===== src/sv/sha1mh_pkg.sv =====
package sha1mh_pkg;

   localparam logic [31:0] IV_WORDS [5] = '{
      32'h67452301, 32'hEFCDAB89, 32'h98BADCFE, 32'h10325476, 32'hC3D2E1F0
   };

   localparam logic [31:0] K_ROUND0 = 32'h5A827999;
   localparam logic [31:0] K_ROUND1 = 32'h6ED9EBA1;
   localparam logic [31:0] K_ROUND2 = 32'h8F1BBCDC;
   localparam logic [31:0] K_ROUND3 = 32'hCA62C1D6;

   localparam logic [7:0] PAD_MARK_BYTE = 8'h80;

   localparam logic [5:0] FILL_LAST    = 6'd63;
   localparam logic [5:0] FILL_LEN_POS = 6'd56;

   localparam logic [6:0] ROUND_F1_START = 7'd20;
   localparam logic [6:0] ROUND_F2_START = 7'd40;
   localparam logic [6:0] ROUND_F3_START = 7'd60;
   localparam logic [6:0] ROUND_LAST     = 7'd79;

   typedef enum logic [6:0] {
      ST_IDLE     = 7'b0000001,
      ST_COMP     = 7'b0000010,
      ST_FOLD     = 7'b0000100,
      ST_PAD_MARK = 7'b0001000,
      ST_PAD_ZERO = 7'b0010000,
      ST_LEN      = 7'b0100000,
      ST_EMIT     = 7'b1000000
   } state_type;

   typedef enum logic [1:0] {
      SRC_DATA = 2'd0,
      SRC_MARK = 2'd1,
      SRC_ZERO = 2'd2,
      SRC_LEN  = 2'd3
   } byte_src_type;

   typedef struct packed {
      logic         shift;
      byte_src_type src;
      logic         count;
      logic         rot_len;
      logic         load_work;
      logic         round;
      logic         fold;
      logic         emit;
   } dp_cmd_type;

   typedef struct packed {
      logic fill_last;
      logic pad_done;
      logic round_last;
      logic out_free;
   } dp_stat_type;

endpackage


===== src/sv/sha1mh_ctrl.sv =====
module sha1mh_ctrl
   import sha1mh_pkg::*;
(
   input  logic        clock,
   input  logic        reset,
   input  logic        req_valid,
   output logic        req_stall,
   input  logic        req_byte_present,
   input  logic        req_end_of_message,
   input  dp_stat_type stat,
   output dp_cmd_type  cmd
);

   state_type state_ff, state_in;
   state_type ret_ff, ret_in;
   logic      accept;

   assign req_stall = (state_ff != ST_IDLE);
   assign accept    = req_valid && !req_stall;

   always_comb begin
      state_in      = state_ff;
      ret_in        = ret_ff;
      cmd           = '0;
      cmd.src       = SRC_DATA;
      case (state_ff)
         ST_IDLE: begin
            if (accept) begin
               if (req_byte_present) begin
                  cmd.shift = 1'b1;
                  cmd.src   = SRC_DATA;
                  cmd.count = 1'b1;
                  if (stat.fill_last) begin
                     cmd.load_work = 1'b1;
                     state_in      = ST_COMP;
                     ret_in        = req_end_of_message ? ST_PAD_MARK : ST_IDLE;
                  end else if (req_end_of_message) begin
                     state_in = ST_PAD_MARK;
                  end
               end else if (req_end_of_message) begin
                  state_in = ST_PAD_MARK;
               end
            end
         end
         ST_PAD_MARK: begin
            cmd.shift = 1'b1;
            cmd.src   = SRC_MARK;
            state_in  = ST_PAD_ZERO;
            if (stat.fill_last) begin
               cmd.load_work = 1'b1;
               state_in      = ST_COMP;
               ret_in        = ST_PAD_ZERO;
            end
         end
         ST_PAD_ZERO: begin
            if (stat.pad_done) begin
               state_in = ST_LEN;
            end else begin
               cmd.shift = 1'b1;
               cmd.src   = SRC_ZERO;
               if (stat.fill_last) begin
                  cmd.load_work = 1'b1;
                  state_in      = ST_COMP;
                  ret_in        = ST_PAD_ZERO;
               end
            end
         end
         ST_LEN: begin
            cmd.shift   = 1'b1;
            cmd.src     = SRC_LEN;
            cmd.rot_len = 1'b1;
            if (stat.fill_last) begin
               cmd.load_work = 1'b1;
               state_in      = ST_COMP;
               ret_in        = ST_EMIT;
            end
         end
         ST_COMP: begin
            cmd.round = 1'b1;
            if (stat.round_last) begin
               state_in = ST_FOLD;
            end
         end
         ST_FOLD: begin
            cmd.fold = 1'b1;
            state_in = ret_ff;
         end
         ST_EMIT: begin
            if (stat.out_free) begin
               cmd.emit = 1'b1;
               state_in = ST_IDLE;
            end
         end
         default: begin
            state_in = ST_IDLE;
         end
      endcase
   end

   always_ff @(posedge clock) begin
      if (reset) begin
         state_ff <= ST_IDLE;
         ret_ff   <= ST_IDLE;
      end else begin
         state_ff <= state_in;
         ret_ff   <= ret_in;
      end
   end

endmodule


===== src/sv/sha1mh_dpath.sv =====
module sha1mh_dpath
   import sha1mh_pkg::*;
(
   input  logic        clock,
   input  logic        reset,
   input  dp_cmd_type  cmd,
   output dp_stat_type stat,
   input  logic [7:0]  req_data_byte,
   output logic        rsp_valid,
   input  logic        rsp_stall,
   output logic [31:0] rsp_digest_h0,
   output logic [31:0] rsp_digest_h1,
   output logic [31:0] rsp_digest_h2,
   output logic [31:0] rsp_digest_h3,
   output logic [31:0] rsp_digest_h4
);

   // block / schedule window, word 0 in the top bits
   logic [511:0] blk_ff, blk_in;
   logic [5:0]   fill_ff, fill_in;
   logic [63:0]  bitcnt_ff, bitcnt_in;
   logic [6:0]   round_ff, round_in;
   logic [31:0]  h_ff [5];
   logic [31:0]  h_in [5];
   logic [31:0]  a_ff, b_ff, c_ff, d_ff, e_ff;
   logic [31:0]  a_in, b_in, c_in, d_in, e_in;
   logic [31:0]  out_ff [5];
   logic [31:0]  out_in [5];
   logic         rsp_valid_ff, rsp_valid_in;

   logic [7:0]   byte_sel;
   logic [31:0]  w0, w2, w8, w13, wx, wnew;
   logic [31:0]  fv, kv, tv;

   assign w0   = blk_ff[511:480];
   assign w2   = blk_ff[447:416];
   assign w8   = blk_ff[255:224];
   assign w13  = blk_ff[95:64];
   assign wx   = w13 ^ w8 ^ w2 ^ w0;
   assign wnew = {wx[30:0], wx[31]};

   always_comb begin
      case (cmd.src)
         SRC_DATA: byte_sel = req_data_byte;
         SRC_MARK: byte_sel = PAD_MARK_BYTE;
         SRC_ZERO: byte_sel = 8'h00;
         SRC_LEN:  byte_sel = bitcnt_ff[63:56];
         default:  byte_sel = 8'h00;
      endcase
   end

   always_comb begin
      if (round_ff < ROUND_F1_START) begin
         fv = d_ff ^ (b_ff & (c_ff ^ d_ff));
         kv = K_ROUND0;
      end else if (round_ff < ROUND_F2_START) begin
         fv = b_ff ^ c_ff ^ d_ff;
         kv = K_ROUND1;
      end else if (round_ff < ROUND_F3_START) begin
         fv = (b_ff & c_ff) | (d_ff & (b_ff | c_ff));
         kv = K_ROUND2;
      end else begin
         fv = b_ff ^ c_ff ^ d_ff;
         kv = K_ROUND3;
      end
      tv = {a_ff[26:0], a_ff[31:27]} + fv + e_ff + w0 + kv;
   end

   always_comb begin
      blk_in       = blk_ff;
      fill_in      = fill_ff;
      bitcnt_in    = bitcnt_ff;
      round_in     = round_ff;
      a_in         = a_ff;
      b_in         = b_ff;
      c_in         = c_ff;
      d_in         = d_ff;
      e_in         = e_ff;
      h_in         = h_ff;
      out_in       = out_ff;
      rsp_valid_in = rsp_valid_ff && rsp_stall;

      if (cmd.shift) begin
         blk_in  = {blk_ff[503:0], byte_sel};
         fill_in = fill_ff + 6'd1;
      end else if (cmd.round) begin
         blk_in = {blk_ff[479:0], wnew};
      end

      if (cmd.count) begin
         bitcnt_in = bitcnt_ff + 64'd8;
      end else if (cmd.rot_len) begin
         bitcnt_in = {bitcnt_ff[55:0], bitcnt_ff[63:56]};
      end

      if (cmd.load_work) begin
         a_in = h_ff[0];
         b_in = h_ff[1];
         c_in = h_ff[2];
         d_in = h_ff[3];
         e_in = h_ff[4];
      end else if (cmd.round) begin
         a_in     = tv;
         b_in     = a_ff;
         c_in     = {b_ff[1:0], b_ff[31:2]};
         d_in     = c_ff;
         e_in     = d_ff;
         round_in = (round_ff == ROUND_LAST) ? 7'd0 : round_ff + 7'd1;
      end

      if (cmd.fold) begin
         h_in[0] = h_ff[0] + a_ff;
         h_in[1] = h_ff[1] + b_ff;
         h_in[2] = h_ff[2] + c_ff;
         h_in[3] = h_ff[3] + d_ff;
         h_in[4] = h_ff[4] + e_ff;
      end

      if (cmd.emit) begin
         out_in       = h_ff;
         h_in         = IV_WORDS;
         fill_in      = '0;
         bitcnt_in    = '0;
         rsp_valid_in = 1'b1;
      end
   end

   always_ff @(posedge clock) begin
      if (reset) begin
         fill_ff      <= '0;
         bitcnt_ff    <= '0;
         round_ff     <= '0;
         h_ff         <= IV_WORDS;
         rsp_valid_ff <= 1'b0;
      end else begin
         fill_ff      <= fill_in;
         bitcnt_ff    <= bitcnt_in;
         round_ff     <= round_in;
         h_ff         <= h_in;
         rsp_valid_ff <= rsp_valid_in;
      end
   end

   always_ff @(posedge clock) begin
      blk_ff <= blk_in;
      a_ff   <= a_in;
      b_ff   <= b_in;
      c_ff   <= c_in;
      d_ff   <= d_in;
      e_ff   <= e_in;
      out_ff <= out_in;
   end

   assign stat.fill_last  = (fill_ff == FILL_LAST);
   assign stat.pad_done   = (fill_ff == FILL_LEN_POS);
   assign stat.round_last = (round_ff == ROUND_LAST);
   assign stat.out_free   = !rsp_valid_ff || !rsp_stall;

   assign rsp_valid     = rsp_valid_ff;
   assign rsp_digest_h0 = out_ff[0];
   assign rsp_digest_h1 = out_ff[1];
   assign rsp_digest_h2 = out_ff[2];
   assign rsp_digest_h3 = out_ff[3];
   assign rsp_digest_h4 = out_ff[4];

endmodule


===== src/sv/sha1_message_hasher.sv =====
// channel | direction | handshake            | payload
// req     | in        | req_valid/req_stall  | data_byte, byte_present, end_of_message
// rsp     | out       | rsp_valid/rsp_stall  | digest_h0 .. digest_h4
//
// An item is taken while req_stall is low; the byte that fills a 64-byte block starts
// 80 rounds of the single round unit plus the chaining add, with req_stall held high.
// Ending a message feeds padding and length one byte per cycle, paused while a block
// compresses; one or two compressions run before the digest is registered.
// Reset is synchronous; it loads the initial hash values and clears counts.
// A stalled digest waits in the output register while the next message streams in.
module sha1_message_hasher
   import sha1mh_pkg::*;
(
   input  logic        clock,
   input  logic        reset,
   input  logic        req_valid,
   output logic        req_stall,
   input  logic [7:0]  req_data_byte,
   input  logic        req_byte_present,
   input  logic        req_end_of_message,
   output logic        rsp_valid,
   input  logic        rsp_stall,
   output logic [31:0] rsp_digest_h0,
   output logic [31:0] rsp_digest_h1,
   output logic [31:0] rsp_digest_h2,
   output logic [31:0] rsp_digest_h3,
   output logic [31:0] rsp_digest_h4
);

   dp_cmd_type  cmd;
   dp_stat_type stat;

   sha1mh_ctrl u_ctrl (
      .clock              (clock),
      .reset              (reset),
      .req_valid          (req_valid),
      .req_stall          (req_stall),
      .req_byte_present   (req_byte_present),
      .req_end_of_message (req_end_of_message),
      .stat               (stat),
      .cmd                (cmd)
   );

   sha1mh_dpath u_dpath (
      .clock         (clock),
      .reset         (reset),
      .cmd           (cmd),
      .stat          (stat),
      .req_data_byte (req_data_byte),
      .rsp_valid     (rsp_valid),
      .rsp_stall     (rsp_stall),
      .rsp_digest_h0 (rsp_digest_h0),
      .rsp_digest_h1 (rsp_digest_h1),
      .rsp_digest_h2 (rsp_digest_h2),
      .rsp_digest_h3 (rsp_digest_h3),
      .rsp_digest_h4 (rsp_digest_h4)
   );

endmodule

===== config.mk =====
export PLATFORM = sky130hd
export DESIGN_NAME = sha1_message_hasher
export DESIGN_NICKNAME = d
export VERILOG_FILES = /design/src/sv/sha1mh_pkg.sv /design/src/sv/sha1mh_ctrl.sv /design/src/sv/sha1mh_dpath.sv /design/src/sv/sha1_message_hasher.sv
export SDC_FILE = /design/constraint.sdc
export NUM_CORES = 2
export LEC_CHECK = 0
export BUFFER_PORTS_ARGS = -buffer_cell sky130_fd_sc_hd__buf_2
export CAP_MARGIN = 20
export CELL_PAD_IN_SITES_DETAIL_PLACEMENT = 1
export CELL_PAD_IN_SITES_GLOBAL_PLACEMENT = 1
export CORE_ASPECT_RATIO = 1.5
export CORE_UTILIZATION = 50
export DETAILED_ROUTE_END_ITERATION = 8
export GPL_ROUTABILITY_DRIVEN = 0
export GPL_TIMING_DRIVEN = 0
export PLACE_DENSITY = 0.78
export SYNTH_ARGS = -nofsm -noshare
export SYNTH_HDL_FRONTEND = slang
export SYNTH_SLANG_ARGS = --single-unit

===== constraint.sdc =====
create_clock -name clock -period 17.45 [get_ports clock]
set_input_delay 1.745 -clock clock [delete_from_list [all_inputs] [get_ports clock]]
set_output_delay 1.745 -clock clock [all_outputs]
set_load 0.01 [all_outputs]

Word-level counts from Yosys, hierarchy flattened
Cells that the tools add are included.

Flip-flop bits (word level): 1084. Input port bits: 14. Output and inout bits: 162.

Add/sub/neg operators: 12. Magnitude comparators: 3. Equal/unequal tests: 21. Mux-type cells: 56. Bitwise operators: 13. Reductions and logical operators: 16.

Operators with widths (number): 512-bit two-way mux (2); 32-bit two-way mux (15); 32-bit adder (9); 32-bit bitwise XOR (7); 64-bit two-way mux (2); 7-bit two-way mux (15); 32-bit bitwise AND (3); 64-bit by 4-bit adder with 64-bit output, second input constant (1); 32-bit bitwise OR (2); 7-bit one-hot mux with 7 select lines (1); 8-bit one-hot mux with 4 select lines (1); 31-bit two-way mux (1); 7-bit one-hot mux with 4 select lines (1); 7-bit == test, second input constant (2); 7-bit by 6-bit < comparator with 1-bit output, second input constant (2); 6-bit == test, second input constant (2); 4-bit two-way mux (3); 2-bit inequality test, second input constant (6); 3-bit one-hot mux with 4 select lines (1); 1-bit two-way mux (11); 7-bit by 1-bit adder with 7-bit output, second input constant (1); 7-bit by 1-bit == test with 1-bit output, second input constant (1); 7-bit by 2-bit == test with 1-bit output, second input constant (1); 7-bit by 3-bit == test with 1-bit output, second input constant (1); other kinds (23) (30).

Longest topological paths before layout
Word-level depth: 12. Depth in mapped cells: 27. Mapped depth without buffers: 25.

Modules after synthesis
From an unflattened synthesis, not the netlist that was laid out.

Cells, all modules: 4647. Area, all modules: 56834.5 µm².

By module, submodules not included: sha1mh_dpath (instances 1, cells an instance 4544, area each 55974.9 µm²); sha1mh_ctrl (instances 1, cells an instance 103, area each 859.6 µm²).

Least setup slack after synthesis
OpenSTA, ideal clock, no wires.

Path type: input to register. Start point: input req_valid. End point: register u_dpath.blk_ff[0] (enable). Arrival: 11.323 ns. Required time: 13.786 ns. Path slack: 2.463 ns. Stages on the path: 7. Cell sequence: nand2_1 -> nor4b_2 -> nor3_1 -> clkbuf_1 -> clkbuf_1 -> clkbuf_1 -> nand2_1.

Cells in the longest elaborated chain, start to end: 4.

Ends and longest elaborated chain: start, declared (line sha1_message_hasher.sv:16) `input logic req_valid,`; 1-bit logical AND (line sha1mh_ctrl.sv:19) `assign accept = req_valid && !req_stall;`; 4-bit two-way mux (line sha1mh_ctrl.sv:28) `if (accept) begin`; 3-bit one-hot mux with 4 select lines (line sha1mh_ctrl.sv:26) `case (state_ff)`; 2-bit nonzero test (no line); end signal, assigned (line sha1mh_dpath.sv:145) `blk_ff <= blk_in;`; end, declared (line sha1mh_dpath.sv:19) `logic [511:0] blk_ff, blk_in;`.

No other way between the ends. A chain may end at the register's enable or synchronous reset.

Final worst setup path
Start point: register u_dpath.round_ff[3]. End point: register u_dpath.a_ff[29] (data pin).

Cells in the longest elaborated chain, start to end: 10. Elaborated cells on any way between the ends: 15. Those cells by class: 4 x add/sub; 3 x order compare; 8 x mux.

Ends and longest elaborated chain: start, declared (line sha1mh_dpath.sv:22) `logic [6:0] round_ff, round_in;`; start signal, assigned (line sha1mh_dpath.sv:138) `round_ff <= round_in;`; 7-bit by 6-bit < comparator with 1-bit output (line sha1mh_dpath.sv:59) `end else if (round_ff < ROUND_F3_START) begin`; 32-bit two-way mux (line sha1mh_dpath.sv:59); 32-bit two-way mux (line sha1mh_dpath.sv:56) `end else if (round_ff < ROUND_F2_START) begin`; 32-bit two-way mux (line sha1mh_dpath.sv:53) `if (round_ff < ROUND_F1_START) begin`; 32-bit adder (3 in series) (line sha1mh_dpath.sv:66) `tv = {a_ff[26:0], a_ff[31:27]} + fv + e_ff + w0 + kv;`; 32-bit adder * (line sha1mh_dpath.sv:66); 32-bit two-way mux * (line sha1mh_dpath.sv:102) `end else if (cmd.round) begin`; 32-bit two-way mux * (line sha1mh_dpath.sv:96) `if (cmd.load_work) begin`; net u_dpath.a_in[29] (line sha1mh_dpath.sv:26) `logic [31:0] a_in, b_in, c_in, d_in, e_in;`; end signal, assigned (line sha1mh_dpath.sv:146) `a_ff <= a_in;`; end, declared (line sha1mh_dpath.sv:25) `logic [31:0] a_ff, b_ff, c_ff, d_ff, e_ff;`.

The timed path passes the listed nets; every way through them passes the cells marked *. The select of a mux whose other input is x is not followed.

==> impl_metrics.json <==
{
  "outcome": "finished, final reports clean",
  "num_io_pins": 176,
  "cts_setup_buffers": 0,
  "finalClockSkew_ns": 0.0256,
  "htree_levels": 3,
  "start_util_pct": 50.6,
  "internal_power_mw": 4.55,
  "clkLatencyLatePin_ns": 0.74,
  "cts_buffers": 107,
  "synth_nets": 6179,
  "yosysMostFrequentCell": "nand2_1",
  "grt_max_degree": 74,
  "swShare_pct": 28.2,
  "r2r_cells": 25,
  "netlist_area_um2": 56500,
  "holdPathStages": 2,
  "min_period_over_period_pct": 56.2,
  "setup_viol": 0,
  "rows": 150,
  "drc": 0,
  "synth_top_area_cell": "edfxtp_1",
  "die_area_um2": 114000,
  "min_period_ns": 9.80,
  "wl_per_cell_um": 26.9,
  "hold_class": "reg -> reg",
  "worstMarginPinSlew_ns": 1.29,
  "relSlewSlack_pct": 14.0,
  "finalHoldViolCount": 0,
  "cts_root_buf": "clkbuf_16",
  "synth-seq-cells": 1081,
  "r2r_setup_slack_ns": 7.65,
  "synth_edf_count": 832,
  "syn_inst": 5845,
  "overflow": 0,
  "hp-start": "u_dpath.bitcnt_ff[0]$_SDFFE_PP0P_",
  "track_usage_pct": 36.1,
  "drv_cap": 0,
  "cts_hold_buf": 0,
  "antenna_found_initial": 0,
  "cts_tree": "built",
  "worstSetupPathType": "reg -> reg",
  "drt-pass1-iter-count": 5,
  "critPathMaxFanout": 10,
  "ys.flop_type": "edfxtp_1",
  "clk_pin_slew_ns": 0.07,
  "ys_seq_area_share_pct": 53.0,
  "max-vdd-ir-drop_v": 0.000106,
  "core_area_um2": 112000,
  "finalNetCount": 6497,
  "cts_resized": 0,
  "drive_gt1_share_pct": 7.24,
  "grt_pass1_wl_mm": 305,
  "ys_warn_count": 0,
  "largest_reg_flops": 512,
  "ant_nets": 0,
  "p_sw_mw": 1.79,
  "die_y_um": 414,
  "grt_pass1_vias": 48500,
  "seq_power_share_pct": 50.1,
  "combPwrFrac_pct": 12.9,
  "synth_common_cells": "nand2_1 (2,147), edfxtp_1 (832), a21oi_1 (340)",
  "end_kind": "flop",
  "top_register": "u_dpath.blk_ff",
  "rsz0062_at_grt": "false",
  "reg.largest.list": "u_dpath.blk_ff (512), u_dpath.h_ff (160), u_dpath.bitcnt_ff (64)",
  "vias": 46200,
  "critPathLaunchType": "flop",
  "wl_mm": 207,
  "fin_util_pct": 56.7,
  "portBuffers": 174,
  "power_density_nw_per_um2": 100,
  "slew_viol_final": 0,
  "syn_avg_cell_area_um2": 9.66,
  "synthDistinctLibCells": 89,
  "max_freq_ghz": 0.102,
  "leakage_nw": 26.2,
  "fp.dieW_um": 276,
  "dpl.hpwl_mm": 161,
  "cts.sinks": 1081,
  "holdPathEnd": "u_dpath.bitcnt_ff[0]$_SDFFE_PP0P_",
  "yosys-top-cells-area": "edfxtp_1 (44%), nand2_1 (14%), dfxtp_1 (8.8%)",
  "critPathArrivalTime_ns": 10.25,
  "r2r-start": "u_dpath.round_ff[3]$_SDFFE_PP0P_",
  "critPathRequiredTime_ns": 17.91,
  "p_clk_share_pct": 37.0,
  "holdWs_ns": 0.477,
  "async_flop_share_pct": 0,
  "area_growth_pct": 12.1,
  "r2r-end": "u_dpath.a_ff[29]$_DFFE_PP_",
  "clockBufferDepth": 3,
  "drt-vias-per-instance": 6.00,
  "drt_iter0_drc": 3319,
  "synth_top_area_share_pct": 44.2
}
-- per-layer routing --
layer  track usage (%)  part of all wire [%]
met1              36.7                    34
met2              65.4                    51
met3              4.69                   4.9
met4              31.6                    10
met5                 0                     0
-- worst max-delay path: stages, from the launching register on --
cell and delay [ns]:
dfxtp_1 0.29, clkbuf_1 0.20, nand4_1 0.18, nor2b_1 0.88
inv_1 0.73, nor2_1 0.46, inv_2 0.25, nand2_1 0.62
clkbuf_1 0.87, o221ai_1 0.39, fa_1 0.58, inv_1 0.05
fa_1 0.55, inv_1 0.07, fa_1 0.50, inv_1 0.05
ha_1 0.35, o21a_1 0.16, o21ai_0 0.34, a21oi_1 0.27
o21ai_0 0.51, a21oi_1 0.17, o221ai_1 0.44, o21ai_0 0.22
xnor2_1 0.27, a21oi_1 0.11
-- cell families after synthesis --
family / Yosys count / synth area share (%)
multiplexers: 38 / 0.676
AND/OR/NAND/NOR: 2714 / 19.7
adder cells (fa/ha/maj): 320 / 8.74
AO/OA/AOI/OAI: 972 / 10.8
buffers and inverters: 475 / 3.23
XOR/XNOR: 245 / 3.80
flip-flops: 1081 / 53.0
-- placed cells by master, fill, tap and decap left out, types with 17 or more instances in the layout --
cell / n
nand2_1: 2145
edfxtp_1: 832
a21oi_1: 339
dfxtp_1: 249
clkbuf_1: 247
inv_1: 214
nor2_1: 206
buf_2: 200
o21ai_0: 199
ha_1: 196
xnor2_1: 163
fa_1: 124
clkbuf_16: 110
xor2_1: 82
a21o_1: 79
nand3_1: 73
o211ai_1: 63
nor3_1: 55
o21a_1: 40
mux2i_1: 37
a31oi_1: 33
and3_1: 32
a211oi_1: 31
nand2b_1: 26
or3_1: 25
nand4_1: 23
o221a_2: 23
nor2b_1: 22
a22oi_1: 18
clkinv_2: 18
nor4_1: 17
o21bai_1: 17
-- worst max path at each step --
| stage | start | slack, ns | endpoint |
|---|---|---|---|
| after detailed placement | u_dpath.round_ff[3]$_SDFFE_PP0P_ | 8.15 | u_dpath.a_ff[29]$_DFFE_PP_ |
| after floorplan | req_valid | 2.46 | u_dpath.blk_ff[0]$_DFFE_PP_ |
| after global routing | u_dpath.round_ff[4]$_SDFFE_PP0P_ | 7.67 | u_dpath.a_ff[31]$_DFFE_PP_ |
| after CTS | u_dpath.round_ff[3]$_SDFFE_PP0P_ | 8.06 | u_dpath.a_ff[29]$_DFFE_PP_ |
| after global placement | req_byte_present | -4.12 | u_dpath.blk_ff[331]$_DFFE_PP_ |
| final | u_dpath.round_ff[3]$_SDFFE_PP0P_ | 7.65 | u_dpath.a_ff[29]$_DFFE_PP_ |
-- through the flow --
stage	setup TNS, ns	worst slack (ns)	area [µm²]	total power, mW	cells
after floorplan	0	2.46	56500	3.76	5845
after global placement	-2081.02	-4.12	59200	4.10	7463
after detailed placement	0	8.15	59800	4.03	7494
after CTS	0	8.06	63300	6.34	7693
after global routing	0	7.67	63300	6.52	7697
final	0	7.65	63300	6.33	7698
-- power groups by stage --
stage / registers [mW] / clock network (mW) / logic (mW)
after floorplan: 3.24 / 0 / 0.524
after detailed placement: 3.22 / 0 / 0.806
after global routing: 3.18 / 2.45 / 0.892
final: 3.17 / 2.35 / 0.816
after global placement: 3.35 / 0 / 0.753
after CTS: 3.17 / 2.36 / 0.814
-- area by class of cell --
type                            count  area [µm²]
Fill cell                       12700       48300
Sequential cell                  1081       30000
Multi-Input combinational cell   4289       24700
Clock buffer                      144        2960
Tap cell                         1444        1810
Timing Repair Buffer              209        1540
Buffer                            260        1020
Inverter                          215         807
Clock inverter                     55         504
Antenna cell                        1        2.50
Power figures use the tool's default switching activity.
